## config.mk

```make
export PLATFORM = sky130hd
export DESIGN_NAME = websocket_frame_deframer_core_flat
export DESIGN_NICKNAME = d
export VERILOG_FILES = /design/src/sv/wsfd_pkg.sv /design/src/sv/wsfd_stream_if.sv /design/src/sv/wsfd_in_stage.sv /design/src/sv/wsfd_parser.sv /design/src/sv/wsfd_out_stage.sv /design/src/sv/websocket_frame_deframer_core.sv /design/src/flat_wrapper.sv
export VERILOG_INCLUDE_DIRS = /design/src /design/src/sv
export SDC_FILE = /design/constraint.sdc
export NUM_CORES = 1
export LEC_CHECK = 0
export BUFFER_PORTS_ARGS = -buffer_cell sky130_fd_sc_hd__buf_2
export CELL_PAD_IN_SITES_DETAIL_PLACEMENT = 0
export CELL_PAD_IN_SITES_GLOBAL_PLACEMENT = 2
export CORE_UTILIZATION = 30
export CTS_BUF_LIST = sky130_fd_sc_hd__clkbuf_4 sky130_fd_sc_hd__clkbuf_8 sky130_fd_sc_hd__clkbuf_16
export CTS_CLUSTER_SIZE = 10
export DETAILED_ROUTE_END_ITERATION = 8
export PLACE_DENSITY_LB_ADDON = 0.1
export SLEW_MARGIN = 0
export SYNTH_ARGS = -nofsm -noshare
export SYNTH_HDL_FRONTEND = slang
export SYNTH_SLANG_ARGS = --single-unit
export TNS_END_PERCENT = 1
```

## constraint.sdc

```tcl
create_clock -name clk_i -period 3.15 [get_ports clk_i]
set_input_delay 0.1575 -clock clk_i [delete_from_list [all_inputs] [get_ports clk_i]]
set_output_delay 0.1575 -clock clk_i [all_outputs]
set_load 0.02 [all_outputs]
```

## src/sv/websocket_frame_deframer_core_macros.svh

```systemverilog
// assertion macros shared by the deframer modules
// clock clk_i and active low reset rst_ni are taken from the including scope
`ifndef WEBSOCKET_FRAME_DEFRAMER_CORE_MACROS_SVH
`define WEBSOCKET_FRAME_DEFRAMER_CORE_MACROS_SVH

// same-cycle implication
`define WSFD_ASSERT_IMP(lbl, ante, cons, msg) \
  lbl: assert property (@(posedge clk_i) disable iff (!rst_ni) (ante) |-> (cons)) \
    else $error(msg);

// next-cycle implication
`define WSFD_ASSERT_NXT(lbl, ante, cons, msg) \
  lbl: assert property (@(posedge clk_i) disable iff (!rst_ni) (ante) |=> (cons)) \
    else $error(msg);

`endif

```

## src/sv/wsfd_pkg.sv

```systemverilog
`default_nettype none

package wsfd_pkg;

  // parser phases
  localparam logic [2:0] PH_HDR0    = 3'd0;
  localparam logic [2:0] PH_HDR1    = 3'd1;
  localparam logic [2:0] PH_EXTLEN  = 3'd2;
  localparam logic [2:0] PH_MASK    = 3'd3;
  localparam logic [2:0] PH_PAYLOAD = 3'd4;

  // frame opcodes that produce output
  localparam logic [3:0] OP_TEXT   = 4'h1;
  localparam logic [3:0] OP_BINARY = 4'h2;
  localparam logic [3:0] OP_CLOSE  = 4'h8;
  localparam logic [3:0] OP_PING   = 4'h9;
  localparam logic [3:0] OP_PONG   = 4'hA;

  // 7-bit length codes that announce an extended length
  localparam logic [6:0] LEN_EXT16 = 7'd126;
  localparam logic [6:0] LEN_EXT64 = 7'd127;

  // one output transaction
  typedef struct packed {
    logic [7:0] data_byte;
    logic [3:0] frame_opcode;
    logic       has_byte;
    logic       last;
  } res_t;

  function automatic logic opcode_known(input logic [3:0] op);
    return (op == OP_TEXT) || (op == OP_BINARY) || (op == OP_CLOSE) ||
           (op == OP_PING) || (op == OP_PONG);
  endfunction

endpackage

`default_nettype wire

```

## src/sv/wsfd_stream_if.sv

```systemverilog
`default_nettype none

// received byte channel
interface wsfd_in_if;
  logic       valid;
  logic       ready;
  logic [7:0] rx_byte;

  modport source (output valid, output rx_byte, input ready);
  modport sink   (input valid, input rx_byte, output ready);
endinterface

// result channel
interface wsfd_res_if;
  logic       valid;
  logic       ready;
  logic [7:0] data_byte;
  logic [3:0] frame_opcode;
  logic       has_byte;
  logic       last;

  modport source (output valid, output data_byte, output frame_opcode,
                  output has_byte, output last, input ready);
  modport sink   (input valid, input data_byte, input frame_opcode,
                  input has_byte, input last, output ready);
endinterface

`default_nettype wire

```

## src/sv/wsfd_in_stage.sv

```systemverilog
`default_nettype none

module wsfd_in_stage (
  input  wire logic       clk_i,
  input  wire logic       rst_ni,
  input  wire logic       valid_i,
  input  wire logic [7:0] rx_byte_i,
  output logic            ready_o,
  input  wire logic       adv_i,
  output logic            vld_o,
  output logic [7:0]      rx_byte_o
);

  logic       vld_q;
  logic [7:0] byte_q;

  // stage is free when empty or when its byte moves on this cycle
  assign ready_o = !vld_q || adv_i;

  // valid flag
  always_ff @(posedge clk_i or negedge rst_ni) begin
    if (!rst_ni) begin
      vld_q <= 1'b0;
    end else if (ready_o) begin
      vld_q <= valid_i;
    end
  end

  // byte register
  always_ff @(posedge clk_i) begin
    if (ready_o && valid_i) begin
      byte_q <= rx_byte_i;
    end
  end

  assign vld_o     = vld_q;
  assign rx_byte_o = byte_q;

endmodule

`default_nettype wire

```

## src/sv/wsfd_parser.sv

```systemverilog
`default_nettype none

`include "websocket_frame_deframer_core_macros.svh"

module wsfd_parser (
  input  wire logic        clk_i,
  input  wire logic        rst_ni,
  input  wire logic        adv_i,
  input  wire logic [7:0]  rx_byte_i,
  output logic             res_vld_o,
  output wsfd_pkg::res_t   res_o
);

  import wsfd_pkg::*;

  logic [2:0]  phase_q,  phase_d;
  logic [3:0]  op_q,     op_d;
  logic        mask_on_q, mask_on_d;
  logic [63:0] rem_q,    rem_d;
  logic [2:0]  hbl_q,    hbl_d;
  logic [31:0] key_q,    key_d;
  logic [1:0]  pos_q,    pos_d;

  logic        fin_len;
  logic [63:0] len_v;
  logic        fin_hdr;
  logic [63:0] hdr_len;
  logic [7:0]  key_byte;

  // key byte for the current payload position, first key byte on top
  always_comb begin
    case (pos_q)
      2'd0:    key_byte = key_q[31:24];
      2'd1:    key_byte = key_q[23:16];
      2'd2:    key_byte = key_q[15:8];
      default: key_byte = key_q[7:0];
    endcase
  end

  // next state and result for one received byte
  always_comb begin
    phase_d   = phase_q;
    op_d      = op_q;
    mask_on_d = mask_on_q;
    rem_d     = rem_q;
    hbl_d     = hbl_q;
    key_d     = key_q;
    pos_d     = pos_q;
    fin_len   = 1'b0;
    len_v     = '0;
    fin_hdr   = 1'b0;
    hdr_len   = '0;
    res_vld_o = 1'b0;
    res_o     = '{data_byte: 8'd0, frame_opcode: op_q, has_byte: 1'b0, last: 1'b1};

    unique case (phase_q)
      PH_HDR1: begin
        mask_on_d = rx_byte_i[7];
        rem_d     = '0;
        if (rx_byte_i[6:0] == LEN_EXT16) begin
          hbl_d   = 3'd1;
          phase_d = PH_EXTLEN;
        end else if (rx_byte_i[6:0] == LEN_EXT64) begin
          hbl_d   = 3'd7;
          phase_d = PH_EXTLEN;
        end else begin
          rem_d   = {57'd0, rx_byte_i[6:0]};
          fin_len = 1'b1;
          len_v   = {57'd0, rx_byte_i[6:0]};
        end
      end
      PH_EXTLEN: begin
        rem_d = {rem_q[55:0], rx_byte_i};
        if (hbl_q == 3'd0) begin
          fin_len = 1'b1;
          len_v   = {rem_q[55:0], rx_byte_i};
        end else begin
          hbl_d = hbl_q - 3'd1;
        end
      end
      PH_MASK: begin
        key_d = {key_q[23:0], rx_byte_i};
        if (hbl_q == 3'd0) begin
          fin_hdr = 1'b1;
          hdr_len = rem_q;
        end else begin
          hbl_d = hbl_q - 3'd1;
        end
      end
      PH_PAYLOAD: begin
        pos_d = pos_q + 2'd1;
        rem_d = rem_q - 64'd1;
        if (rem_q == 64'd1) begin
          phase_d = PH_HDR0;
        end
        res_vld_o          = opcode_known(op_q);
        res_o.data_byte    = mask_on_q ? (rx_byte_i ^ key_byte) : rx_byte_i;
        res_o.has_byte     = 1'b1;
        res_o.last         = (rem_q == 64'd1);
      end
      default: begin
        // first header byte, also recovers from unused phase codes
        op_d      = rx_byte_i[3:0];
        mask_on_d = 1'b0;
        rem_d     = '0;
        hbl_d     = 3'd0;
        key_d     = '0;
        pos_d     = 2'd0;
        phase_d   = PH_HDR1;
      end
    endcase

    // length known: fetch the mask key or finish the header
    if (fin_len) begin
      key_d = '0;
      if (mask_on_d) begin
        hbl_d   = 3'd3;
        phase_d = PH_MASK;
      end else begin
        fin_hdr = 1'b1;
        hdr_len = len_v;
      end
    end

    // header done: empty frame marker or payload
    if (fin_hdr) begin
      pos_d = 2'd0;
      if (hdr_len == 64'd0) begin
        phase_d   = PH_HDR0;
        res_vld_o = opcode_known(op_q);
      end else begin
        phase_d = PH_PAYLOAD;
      end
    end
  end

  // parser state
  always_ff @(posedge clk_i or negedge rst_ni) begin
    if (!rst_ni) begin
      phase_q   <= PH_HDR0;
      op_q      <= '0;
      mask_on_q <= 1'b0;
      rem_q     <= '0;
      hbl_q     <= '0;
      key_q     <= '0;
      pos_q     <= '0;
    end else if (adv_i) begin
      phase_q   <= phase_d;
      op_q      <= op_d;
      mask_on_q <= mask_on_d;
      rem_q     <= rem_d;
      hbl_q     <= hbl_d;
      key_q     <= key_d;
      pos_q     <= pos_d;
    end
  end

  `WSFD_ASSERT_IMP(a_empty_marker, res_vld_o && !res_o.has_byte, res_o.last && (res_o.data_byte == 8'd0), "empty frame marker malformed")
  `WSFD_ASSERT_IMP(a_known_op, res_vld_o, opcode_known(res_o.frame_opcode), "result for unknown opcode")
  `WSFD_ASSERT_NXT(a_payload_end, adv_i && (phase_q == PH_PAYLOAD) && (rem_q == 64'd1), phase_q == PH_HDR0, "payload end missed")
  `WSFD_ASSERT_NXT(a_hdr1_leaves, adv_i && (phase_q == PH_HDR1), phase_q != PH_HDR1, "stuck on second header byte")
  `WSFD_ASSERT_IMP(a_payload_len, phase_q == PH_PAYLOAD, rem_q != 64'd0, "payload phase with zero length")

endmodule

`default_nettype wire

```

## src/sv/wsfd_out_stage.sv

```systemverilog
`default_nettype none

`include "websocket_frame_deframer_core_macros.svh"

module wsfd_out_stage (
  input  wire logic           clk_i,
  input  wire logic           rst_ni,
  input  wire logic           load_i,
  input  wire logic           res_vld_i,
  input  wire wsfd_pkg::res_t res_i,
  output logic                space_o,
  output logic                vld_o,
  output wsfd_pkg::res_t      res_o,
  input  wire logic           ready_i
);

  import wsfd_pkg::*;

  logic vld_q;
  res_t res_q;

  // register can take a new result when empty or being drained
  assign space_o = !vld_q || ready_i;

  // valid flag
  always_ff @(posedge clk_i or negedge rst_ni) begin
    if (!rst_ni) begin
      vld_q <= 1'b0;
    end else if (load_i) begin
      vld_q <= res_vld_i;
    end else if (ready_i) begin
      vld_q <= 1'b0;
    end
  end

  // result payload
  always_ff @(posedge clk_i) begin
    if (load_i && res_vld_i) begin
      res_q <= res_i;
    end
  end

  assign vld_o = vld_q;
  assign res_o = res_q;

  `WSFD_ASSERT_IMP(a_no_overrun, load_i, space_o, "result loaded over a pending transaction")
  `WSFD_ASSERT_NXT(a_loaded, load_i && res_vld_i, vld_q, "loaded result not presented")
  `WSFD_ASSERT_NXT(a_retained, vld_q && !ready_i, vld_q, "pending result dropped")

endmodule

`default_nettype wire

```

## src/sv/websocket_frame_deframer_core.sv

```systemverilog
// RFC 6455 frame deframer: takes one received stream byte per rx_i transaction, frames back
// to back, and gives one res_o transaction per payload byte of a frame with opcode text,
// binary, close, ping or pong, unmasked with the frame's key and marked last on the final
// byte; a zero-length frame gives one empty marker (has_byte 0, last 1) and frames with other
// opcodes are swallowed. Header bytes give no output besides that marker. One byte is accepted
// every cycle while res_o keeps up; a byte is held in the input register and is then parsed in
// a single step into the result register, from which res_o offers its result until taken. While
// res_o stalls the block holds one byte and one result and then stalls rx_i. FIN and RSV bits
// are ignored and a 64-bit length is used in full.
`default_nettype none

module websocket_frame_deframer_core (
  input  wire logic   clk_i,
  input  wire logic   rst_ni,
  wsfd_in_if.sink     rx_i,
  wsfd_res_if.source  res_o
);

  import wsfd_pkg::*;

  logic       in_vld;
  logic [7:0] in_byte;
  logic       adv;
  logic       space;
  logic       res_vld;
  res_t       res_nxt;
  res_t       res_cur;

  // a buffered byte is parsed when the result register can take its outcome
  assign adv = in_vld && space;

  wsfd_in_stage u_in (
    .clk_i     (clk_i),
    .rst_ni    (rst_ni),
    .valid_i   (rx_i.valid),
    .rx_byte_i (rx_i.rx_byte),
    .ready_o   (rx_i.ready),
    .adv_i     (adv),
    .vld_o     (in_vld),
    .rx_byte_o (in_byte)
  );

  wsfd_parser u_parser (
    .clk_i     (clk_i),
    .rst_ni    (rst_ni),
    .adv_i     (adv),
    .rx_byte_i (in_byte),
    .res_vld_o (res_vld),
    .res_o     (res_nxt)
  );

  wsfd_out_stage u_out (
    .clk_i     (clk_i),
    .rst_ni    (rst_ni),
    .load_i    (adv),
    .res_vld_i (res_vld),
    .res_i     (res_nxt),
    .space_o   (space),
    .vld_o     (res_o.valid),
    .res_o     (res_cur),
    .ready_i   (res_o.ready)
  );

  // result fields onto the channel
  assign res_o.data_byte    = res_cur.data_byte;
  assign res_o.frame_opcode = res_cur.frame_opcode;
  assign res_o.has_byte     = res_cur.has_byte;
  assign res_o.last         = res_cur.last;

endmodule

`default_nettype wire
```

## src/flat_wrapper.sv

```systemverilog
// flat-port wrapper written by rule: the top's interface ports become plain ports
module websocket_frame_deframer_core_flat import wsfd_pkg::*;
  (clk_i, rst_ni, rx_i_valid, rx_i_rx_byte, rx_i_ready, res_o_valid, res_o_data_byte, res_o_frame_opcode, res_o_has_byte, res_o_last, res_o_ready);
  wsfd_in_if rx_i_i ();
  wsfd_res_if res_o_i ();
  input  wire logic clk_i;
  input  wire logic rst_ni;
  input wire logic [$bits(rx_i_i.valid)-1:0] rx_i_valid;
  input wire logic [$bits(rx_i_i.rx_byte)-1:0] rx_i_rx_byte;
  output wire logic [$bits(rx_i_i.ready)-1:0] rx_i_ready;
  output wire logic [$bits(res_o_i.valid)-1:0] res_o_valid;
  output wire logic [$bits(res_o_i.data_byte)-1:0] res_o_data_byte;
  output wire logic [$bits(res_o_i.frame_opcode)-1:0] res_o_frame_opcode;
  output wire logic [$bits(res_o_i.has_byte)-1:0] res_o_has_byte;
  output wire logic [$bits(res_o_i.last)-1:0] res_o_last;
  input wire logic [$bits(res_o_i.ready)-1:0] res_o_ready;
  assign rx_i_i.valid = rx_i_valid;
  assign rx_i_i.rx_byte = rx_i_rx_byte;
  assign rx_i_ready = rx_i_i.ready;
  assign res_o_valid = res_o_i.valid;
  assign res_o_data_byte = res_o_i.data_byte;
  assign res_o_frame_opcode = res_o_i.frame_opcode;
  assign res_o_has_byte = res_o_i.has_byte;
  assign res_o_last = res_o_i.last;
  assign res_o_i.ready = res_o_ready;
  websocket_frame_deframer_core u_core (.clk_i(clk_i), .rst_ni(rst_ni), .rx_i(rx_i_i), .res_o(res_o_i));
endmodule
```

==> results of run 1 <==
[through the flow]
step                cells  power (mW)  setup slack (ns)
finish               1251       5.402            0.1757
global route         1251       5.696           0.08102
CTS                  1251       5.452            0.1987
detailed placement   1209       3.462            0.2116
global placement     1209       3.451            0.2328
floorplan             858       2.899            0.1114
[worst paths after layout]
kind / end / slack (ns) / depth (start not counted) / start
worst max-delay path: u_core.u_out.res_o[0]$_SDFFCE_PP1P_ / 0.18 / 6 / u_core.u_parser.rem_q[45]$_DFFE_PN0P_
worst min-delay path: u_core.u_in.vld_o$_DFFE_PN0N_ / 0.04 / 3 / res_o_ready
worst max register to register: u_core.u_out.res_o[0]$_SDFFCE_PP1P_ / 0.18 / 6 / u_core.u_parser.rem_q[45]$_DFFE_PN0P_
worst min register to register: u_core.u_out.res_o[5]$_DFFE_PP_ / 0.47 / 0 / u_core.u_parser.op_q[3]$_DFFE_PN0P_
max in group asynchronous: u_core.u_parser.phase_q[2]$_DFFE_PN0P_ / 2.05 / 3 / rst_ni
min in group asynchronous: u_core.u_parser.hbl_q[0]$_DFFE_PN0P_ / 0.30 / 2 / rst_ni
[cell type report]
cell class | count | area share
flip-flops and latches | 133 | 0.3790
multi-input cells | 629 | 0.4277
inverters | 45 | 0.01862
well taps | 330 | 0.04552
clock inverters | 15 | 0.01462
repair buffers | 82 | 0.06759
clock buffers | 17 | 0.04690
[placed cells by master, fill, tap and decap left out, types with 5 or more instances in the layout]
cell and instances:
nand2b_1 7, clkbuf_16 17, nor4_1 20, nand2_1 96, nor2_1 64, buf_4 43
nor2b_1 6, a222oi_1 8, xor2_1 7, or3_1 10, inv_6 7, or4_1 9
o311ai_0 8, mux2_2 5, nand4_1 10, xnor2_1 5, edfxtp_1 22, nand3_1 20
o2bb2ai_1 6, dlygate4sd3_1 10, a32oi_1 10, a22oi_1 20, o22ai_1 5, ha_1 8
buf_2 26, inv_1 44, o21ai_0 103, nor3_1 33, a21oi_1 42, a31oi_1 10
mux2i_1 33, dfrtp_1 111, o211ai_1 7, o31ai_1 5
[tightest hold or removal path, delay by kind of cell]
kind | cells | cell delay [ns]
buffers and inverters | 1 | 0.09
and+or+nand+nor | 2 | 0.19
[sequential cells by signal (all words and copies together), names as in the netlist]
signal and flops:
u_core.u_in.vld_o 1, u_core.u_parser.pos_q 2, u_core.u_in.rx_byte_o 8, u_core.u_parser.mask_on_q 1, u_core.u_parser.hbl_q 3, u_core.u_parser.op_q 4
u_core.u_out.vld_o 1, u_core.u_out.res_o 14, u_core.u_parser.phase_q 3, u_core.u_parser.rem_q 64, u_core.u_parser.key_q 32
[cells by family (layout without fill, tap and decap cells)]
| group | Yosys count | after routing | synth area share |
|---|---|---|---|
| compound gates | 257 | 257 | 0.2141 |
| flops | 133 | 133 | 0.4489 |
| fa+ha+maj | 8 | 8 | 0.01307 |
| simple gates | 314 | 314 | 0.2106 |
| xor+xnor | 12 | 12 | 0.01372 |
| buf+inv | 96 | 159 | 0.04917 |
| mux | 38 | 38 | 0.05047 |
[power groups by stage]
stage | clock network, mW | registers, mW | logic (mW)
6_report | 1.95 | 2.26 | 1.19
5_1_grt | 2.08 | 2.29 | 1.33
4_1_cts | 2.00 | 2.25 | 1.20
3_5_place_dp | 0 | 2.28 | 1.18
3_3_place_gp | 0 | 2.28 | 1.17
2_1_floorplan | 0 | 2.17 | 0.726
[per-layer routing]
metal  vias to the layer above  global-route usage
li1                       3284                   -
met1                      3479              0.2989
met2                       221              0.3275
met3                        38             0.03754
met4                         0             0.07161
met5                         -                   0
==> flow_summary_export.csv, run 1 <==
group,metric,value,unit
synth,synth_top_area_frac,0.3626,
clock_network,clock_latency,0.44,ns
timing,min_period,2.974,ns
detailed_routing,met3_length,1.267,mm
setup_path,critPathKind,"flip-flop to flip-flop",
setup_path,path_buf_inv,1,
synth,synth-edff-count,22,
floorplanning,initial_utilization,0.3051,
setup_path,slowest_stage,"or4_2",
clock_network,clk_pin_slew,0.07,ns
timing,finalClockSkew,0.01704,ns
setup_path,cp.required,3.30,ns
synth,syn-cell-area,0.007660,sq mm
setup_path,critPathMaxFanout,14,
power_and_ir_drop,clock_power_share,0.361,
detailed_routing,drt_iter0_drc,615,
synth,synth_commonest_cells,"dfrtp_1, o21ai_0, nand2_1",
placement,io_buffers,27,
global_route,overflow,0,
power_and_ir_drop,p_per_area,595.5,mW/mm^2
floorplanning,core_area,0.02511,sq mm
detailed_routing,drt-wirelength-per-cell,21.19,microns
timing,hold_viol_final,0,
synth,avgSynthCellArea,8.928,sq um
timing,setup_viol,0,
power_and_ir_drop,p_sw,1.973,mW
final_layout,fill_cells,2626,
synth,synth_most_common_cell,"dfrtp_1",
final_layout,fin_area,0.009071,sq mm
power_and_ir_drop,internal-power,3.429,mW
global_route,grt_util_all_layers,0.2125,
detailed_routing,final_antenna_net_count,0,
timing,max_freq,336.2,MHz
setup_path,cp-end-kind,"flip-flop",
detailed_routing,routed.top_layer,"met4",
detailed_routing,wl_met1,12.47,mm
setup_path,slowest_delay,0.72,ns
placement,hpwlAfterDp,18.16,mm
global_route,antenna_found_initial,0,
final_layout,drive_gt1_frac,0.1422,
global_route,grt_max_degree,69,
final_layout,final_nets,928,
setup_path,arrival,3.12,ns
timing,fin_hold_ws,0.04209,ns
timing,relSlewSlack,0.4112,
timing,finalCritPeriodShare,0.9442,
floorplanning,dieArea,0.02618,sq mm
floorplanning,die_h,161.8,microns
synth,synthDistinctLibCells,74,
power_and_ir_drop,p_sw_frac,0.3653,
timing,slew_violations,0,
timing,tightest_slew,0.8722,ns
global_route,grt_pass1_wl,42.41,mm
global_route,grt_pass1_vias,7001,
clock_network,cts_sinks,133,
floorplanning,die_w,161.8,microns
final_layout,syn_to_final_growth,18.43,%
detailed_routing,viasPerCell,5.613,
setup_path,crit_chain,"or4_2 > or4_1 > o21ai_0 > o311ai_0 > nor3_2 > buf_12",
detailed_routing,vias,7022,
clock_network,clock-root-buffer,"clkbuf_16",
synth,syn_nets,878,
clock_network,ctsHoldBuffers,10,
synth,ys_ff_latch,133,
synth,syn-instance-count,858,
clock_network,cts_setup_buffers,0,
detailed_routing,first_pass_iters,5,
status,status,"finished clean",
synth,synthArstFlopShare,0.8346,
final_layout,multi_input_area,0.003880,sq mm
placement,placed_area,0.008413,sq mm
final_layout,seqCellArea,0.003438,sq mm
clock_network,cts-buffers-inserted,17,
power_and_ir_drop,pwr-share-comb,0.220,
synth,synthTopCellsByArea,"dfrtp_1, edfxtp_1, o21ai_0, nand2_1, mux2i_1",
clock_network,htreeDepth,4,
clock_network,clockBufferDepth,2,
floorplanning,io_pins,28,
placement,gp_congestion,0.8459,
timing,rsz0062_at_grt,"no",
synth,yosys.area.top_type,"dfrtp_1",
setup_path,critPathLaunchType,"flip-flop",
power_and_ir_drop,seq_power_share,0.418,
timing,setup-tns-final,0,ns
detailed_routing,wl_met2,12.21,mm
final_layout,antenna-diode-count,0,
power_and_ir_drop,vdd_drop_max,304.9,uV
hold_path,hold_class,"primary input to flip-flop",
detailed_routing,drc,0,
clock_network,cts_resized,0,
flow_run,max_cap_violations,0,
clock_network,cts_tree,"yes",
final_layout,utilization,0.3613,
synth,yosys_warnings,0,
setup_path,crit_family,"simple AND/OR/NAND/NOR gates",
floorplanning,row_count,58,
synth,yosys_most_used_dff,"dfrtp_1",
synth,ys_seq_area_frac,0.4489,
detailed_routing,wirelength,26.51,mm
power_and_ir_drop,p_leak,3.509,nW
No activity file was read; power rests on OpenSTA's default activity.
==> inputs of run 2 (changes only) <==
- CORE_UTILIZATION: 30 -> 35
==> run 2 against run 1 <==
  * Global-route usage grew 2.3 points
  * Flip-flop and latch count is the same
  * Worst setup slack lost 0.0027 ns
  * Clock skew shrank 0.0072 ns
  * Fmax is essentially flat
  * Via count grew 0.33%
  * Critical path depth is the same
  * Highest routed layer unchanged
==> flow_summary_export.csv, run 2 (synthesis results as in run 1) <==
group,metric,value,unit
status,status,"finished clean",
setup_path,arrival,3.09,ns
power_and_ir_drop,p_leak,3.492,nW
detailed_routing,drt-wirelength-per-cell,20.90,microns
setup_path,r2r-start,"u_core.u_parser.rem_q[45]$_DFFE_PN0P_",
detailed_routing,first_pass_iters,5,
global_route,overflow,0,
global_route,grt_pass1_vias,6956,
placement,io_buffers,27,
power_and_ir_drop,finalPower,5.357,mW
detailed_routing,drt_iter0_drc,600,
timing,hold_viol_final,0,
timing,max_freq,335.9,MHz
clock_network,htreeDepth,4,
floorplanning,core_area,0.02122,sq mm
global_route,use_met3,0.04238,
timing,tightest_slew,1.010,ns
setup_path,crit_start,"u_core.u_parser.rem_q[45]$_DFFE_PN0P_",
global_route,grt_busiest_layer,"met2",
placement,gp_congestion,0.8930,
clock_network,clk_pin_slew,0.06,ns
setup_path,critPathLaunchType,"flip-flop",
placement,place_ws,0.2149,ns
timing,min_period,2.977,ns
setup_path,critPathMaxFanout,14,
timing,finalCritPeriodShare,0.9451,
final_layout,largest_register_ffs,64,
flow_run,max_cap_violations,0,
floorplanning,row_count,53,
timing,fin_hold_ws,0.06615,ns
floorplanning,io_pins,28,
timing,finalClockSkew,0.009824,ns
final_layout,mostFrequentLayoutCells,"dfrtp_1, o21ai_0, nand2_1, nor2_1, inv_1",
clock_network,clock_latency,0.42,ns
final_layout,utilization,0.4234,
global_route,grt_util_all_layers,0.2351,
clock_network,cts_sinks,133,
floorplanning,die_h,149.9,microns
final_layout,drive_gt1_frac,0.1385,
clock_network,cts_setup_buffers,0,
hold_path,hold_class,"primary input to flip-flop",
timing,setup_viol,0,
clock_network,ctsHoldBuffers,10,
placement,hpwlAfterDp,16.95,mm
timing,rsz0062_at_grt,"no",
setup_path,crit_chain,"or4_2 > or4_1 > o21ai_0 > o311ai_0 > nor3_2 > buf_4",
detailed_routing,drc,0,
final_layout,antenna-diode-count,0,
timing,timing.final.ws_setup,0.1729,ns
clock_network,cts_tree,"yes",
final_layout,final_nets,924,
clock_network,clock-root-buffer,"clkbuf_16",
power_and_ir_drop,vdd_drop_max,347.8,uV
setup_path,cp.required,3.26,ns
global_route,antenna_found_initial,0,
timing,slew_violations,0,
floorplanning,dieArea,0.02248,sq mm
floorplanning,initial_utilization,0.3610,
detailed_routing,vias,7045,
detailed_routing,final_antenna_net_count,0,
final_layout,final_common_cell,"dfrtp_1",
clock_network,cts-buffers-inserted,17,
final_layout,syn_to_final_growth,17.30,%
global_route,use_met1,0.3404,
timing,setup-tns-final,0,ns
global_route,gr-usage-met2,0.3514,
clock_network,clockBufferDepth,2,
setup_path,critPathKind,"flip-flop to flip-flop",
floorplanning,die_w,149.9,microns
final_layout,max_flop_register,"u_core.u_parser.rem_q",
timing,relSlewSlack,0.3239,
setup_path,slowest_delay,0.73,ns
power_and_ir_drop,p_per_area,596.2,mW/mm^2
setup_path,slowest_stage,"or4_2",
detailed_routing,viasPerCell,5.910,
setup_path,cp-end-kind,"flip-flop",
clock_network,cts_resized,0,
global_route,grt_pass1_wl,40.35,mm
global_route,grt_max_degree,69,
hold_path,min_from,"res_o_ready",
detailed_routing,wirelength,24.92,mm
[run 2: cell types whose count changed in the layout (fill, tap and decap cells not counted)]
| cell | delta |
|---|---|
| clkinv_2 | -1 |
| clkbuf_4 | +1 |
| clkbuf_16 | +1 |
| inv_8 | -2 |
| buf_4 | -4 |
| clkinvlp_4 | +1 |
[run 2: metal layers]
metal	vias up	share of wire	wire length [microns]
met3	27	0.057	1426
met1	3515	0.48	11960
met5	-	0	0
li1	3284	-	-
met2	219	0.45	11110
met4	0	0.017	413
[run 2: report_power, final]
| group | internal, mW | switching [mW] |
|---|---|---|
| Sequential | 1.93 | 0.336 |
| Clock | 1.09 | 0.860 |
| Combinational | 0.463 | 0.685 |
| Total | 3.48 | 1.88 |
[run 2: metrics by stage]
step / instances / instance area (sq um)
final: 1192 / 8985
after global routing: 1192 / 8985
after CTS: 1192 / 8985
after detailed placement: 1150 / 8314
after global placement: 1150 / 8314
after floorplan: 858 / 7665
[run 2: final cells by class]
type / count / area (sq um)
multi-input combinational: 629 / 3880
timing repair buffer: 78 / 583.1
fill: 2132 / 12240
inverter: 45 / 168.9
clock inverter: 13 / 112.6
tap: 275 / 344.1
sequential: 133 / 3438
clock buffer: 19 / 457.9
[run 2: critical path: cells and delay by family (launching register included)]
family          cells  cell delay, ns
simple gates        3            1.53
flops               1            0.42
compound gates      2            0.45
buf+inv             1            0.26
[run 2: path summary, 6_finish.rpt]
kind | to | slack, ns | cells after the start
setup / recovery | u_core.u_out.res_o[6]$_SDFFCE_PP0P_ | 0.17 | 6
hold / removal | u_core.u_in.vld_o$_DFFE_PN0N_ | 0.07 | 3
setup reg to reg | u_core.u_out.res_o[6]$_SDFFCE_PP0P_ | 0.17 | 6
hold reg to reg | u_core.u_out.res_o[4]$_DFFE_PP_ | 0.49 | 0
max in group asynchronous | u_core.u_parser.rem_q[7]$_DFFE_PN0P_ | 2.03 | 3
min in group asynchronous | u_core.u_parser.hbl_q[0]$_DFFE_PN0P_ | 0.31 | 2
==> inputs of run 3 (changes only) <==
- CTS_CLUSTER_SIZE: 10 -> unset
- clock period: 3.15 -> 3.1 ns (I/O delays scaled with it)
==> run 3 against run 2 <==
  * First-iteration DRC count grew 14%
  * Worst hold slack lost 0.00091 ns
  * Die area is the same
  * Utilization grew 0.10 points
  * Largest power group unchanged
  * Combinational power grew 3%
  * Sequential power is essentially flat
  * Total power grew 2.4%
  * Critical path depth is the same
  * Sequential share of layout area shrank 0.090 points
==> flow_summary_export.csv, run 3 (synthesis results as in run 1) <==
group,metric,value,unit
detailed_routing,viasPerCell,5.879,
timing,tightest_slew,0.6962,ns
timing,finalClockSkew,0.01172,ns
power_and_ir_drop,p_leak,3.508,nW
power_and_ir_drop,p_sw,1.914,mW
timing,relSlewSlack,0.5359,
final_layout,syn_to_final_growth,17.58,%
power_and_ir_drop,seq_power_share,0.418,
global_route,antenna_found_initial,0,
detailed_routing,vias,7031,
final_layout,mostFrequentLayoutCells,"dfrtp_1, o21ai_0, nand2_1, nor2_1",
timing,rsz0062_at_grt,"no",
power_and_ir_drop,vdd_drop_max,328.9,uV
placement,gp_congestion,0.8299,
clock_network,clk_pin_slew,0.07,ns
detailed_routing,final_antenna_net_count,0,
clock_network,cts_tree,"yes",
setup_path,critPathKind,"flip-flop to flip-flop",
final_layout,max_flop_register,"u_core.u_parser.rem_q",
setup_path,cp.required,3.21,ns
power_and_ir_drop,pwr-share-comb,0.217,
detailed_routing,wirelength,24.75,mm
timing,setup_viol,0,
timing,setup-tns-final,0,ns
clock_network,htreeDepth,4,
clock_network,cts_resized,0,
clock_network,clockBufferDepth,2,
detailed_routing,drc,0,
floorplanning,die_w,149.9,microns
setup_path,slowest_stage,"or4_2",
global_route,grt_pass1_vias,6860,
clock_network,ctsHoldBuffers,10,
final_layout,drive_gt1_frac,0.1422,
clock_network,cts_sinks,133,
detailed_routing,drt-wirelength-per-cell,20.69,microns
final_layout,final_common_cell,"dfrtp_1",
timing,fin_hold_ws,0.06524,ns
floorplanning,core_area,0.02122,sq mm
clock_network,clock-root-buffer,"clkbuf_16",
floorplanning,die_h,149.9,microns
power_and_ir_drop,p_sw_frac,0.3491,
setup_path,slowest_delay,0.72,ns
floorplanning,row_count,53,
final_layout,utilization,0.4244,
power_and_ir_drop,p_per_area,608.8,mW/mm^2
timing,hold_viol_final,0,
timing,min_period,2.915,ns
flow_run,max_cap_violations,0,
clock_network,clock_latency,0.42,ns
final_layout,antenna-diode-count,0,
global_route,grt_util_all_layers,0.2337,
setup_path,crit_chain,"or4_2 > or4_1 > o21ai_0 > o311ai_0 > nor3_2 > buf_4",
clock_network,cts-buffers-inserted,17,
global_route,grt_pass1_wl,40.01,mm
detailed_routing,drt_iter0_drc,686,
status,status,"finished clean",
placement,hpwlAfterDp,16.95,mm
floorplanning,dieArea,0.02248,sq mm
setup_path,critPathMaxFanout,14,
final_layout,fill_cells,2106,
setup_path,critPathLaunchType,"flip-flop",
global_route,grt_max_degree,69,
global_route,overflow,0,
timing,finalCritPeriodShare,0.9402,
setup_path,arrival,3.03,ns
timing,max_freq,343.1,MHz
placement,io_buffers,27,
floorplanning,io_pins,28,
final_layout,largest_register_ffs,64,
floorplanning,initial_utilization,0.3610,
power_and_ir_drop,clock_power_share,0.365,
detailed_routing,first_pass_iters,6,
clock_network,cts_setup_buffers,0,
hold_path,hold_class,"primary input to flip-flop",
final_layout,final_nets,928,
setup_path,cp-end-kind,"flip-flop",
timing,slew_violations,0,
power_and_ir_drop,internal-power,3.569,mW
run 3: worst max-delay path, delay by kind of cell (launching register included):
family / cells / cell delay, ns
AO/OA/AOI/OAI: 2 / 0.42
flip-flops: 1 / 0.42
AND/OR/NAND/NOR: 3 / 1.51
buffers and inverters: 1 / 0.25
run 3: worst paths after layout:
| check | start | endpoint | slack, ns | depth (start not counted) |
|---|---|---|---|---|
| max in group asynchronous | rst_ni | u_core.u_parser.rem_q[11]$_DFFE_PN0P_ | 1.97 | 3 |
| max reg2reg | u_core.u_parser.rem_q[45]$_DFFE_PN0P_ | u_core.u_out.res_o[0]$_SDFFCE_PP1P_ | 0.19 | 6 |
| min in group asynchronous | rst_ni | u_core.u_parser.hbl_q[0]$_DFFE_PN0P_ | 0.31 | 2 |
| min reg2reg | u_core.u_parser.op_q[2]$_DFFE_PN0P_ | u_core.u_out.res_o[4]$_DFFE_PP_ | 0.48 | 0 |
| max | u_core.u_parser.rem_q[45]$_DFFE_PN0P_ | u_core.u_out.res_o[0]$_SDFFCE_PP1P_ | 0.19 | 6 |
| min | res_o_ready | u_core.u_in.vld_o$_DFFE_PN0N_ | 0.07 | 3 |
run 3: layout make-up:
| class | count | area (sq um) | share of cell area |
|---|---|---|---|
| multi-input cells | 629 | 3880 | 0.4308 |
| clock buffers | 18 | 432.9 | 0.04807 |
| repair buffers | 82 | 600.6 | 0.06669 |
| clock inverters | 14 | 141.4 | 0.01570 |
| flip-flops and latches | 133 | 3438 | 0.3818 |
| inverters | 45 | 168.9 | 0.01876 |
| well taps | 275 | 344.1 | 0.03821 |
run 3: power by group through the flow:
| stage | Clock [mW] | Combinational (mW) | Sequential, mW |
|---|---|---|---|
| after detailed placement | 0 | 1.16 | 2.32 |
| after global routing | 2.12 | 1.33 | 2.32 |
| after global placement | 0 | 1.17 | 2.31 |
| after floorplan | 0 | 0.738 | 2.21 |
| final | 2.00 | 1.19 | 2.29 |
| after CTS | 2.04 | 1.18 | 2.29 |
run 3: metal layers:
metal	wire length (microns)	GRT usage	share of wire	up-vias
met1	11750	0.3443	0.47	3478
met2	11310	0.3488	0.46	244
met4	341	0.06717	0.014	0
met5	0	0	0	-
met3	1348	0.03933	0.054	26
li1	-	-	-	3283
run 3: through the flow:
stage               cell area, sq um  worst slack, ns  power [mW]  instances
floorplan                       7665          0.06144       2.946        858
global placement                8332           0.1993       3.477       1154
detailed placement              8332           0.1944       3.482       1154
CTS                             9006           0.1817       5.511       1196
global route                    9006          0.01517       5.778       1196
finish                          9006           0.1855       5.483       1196
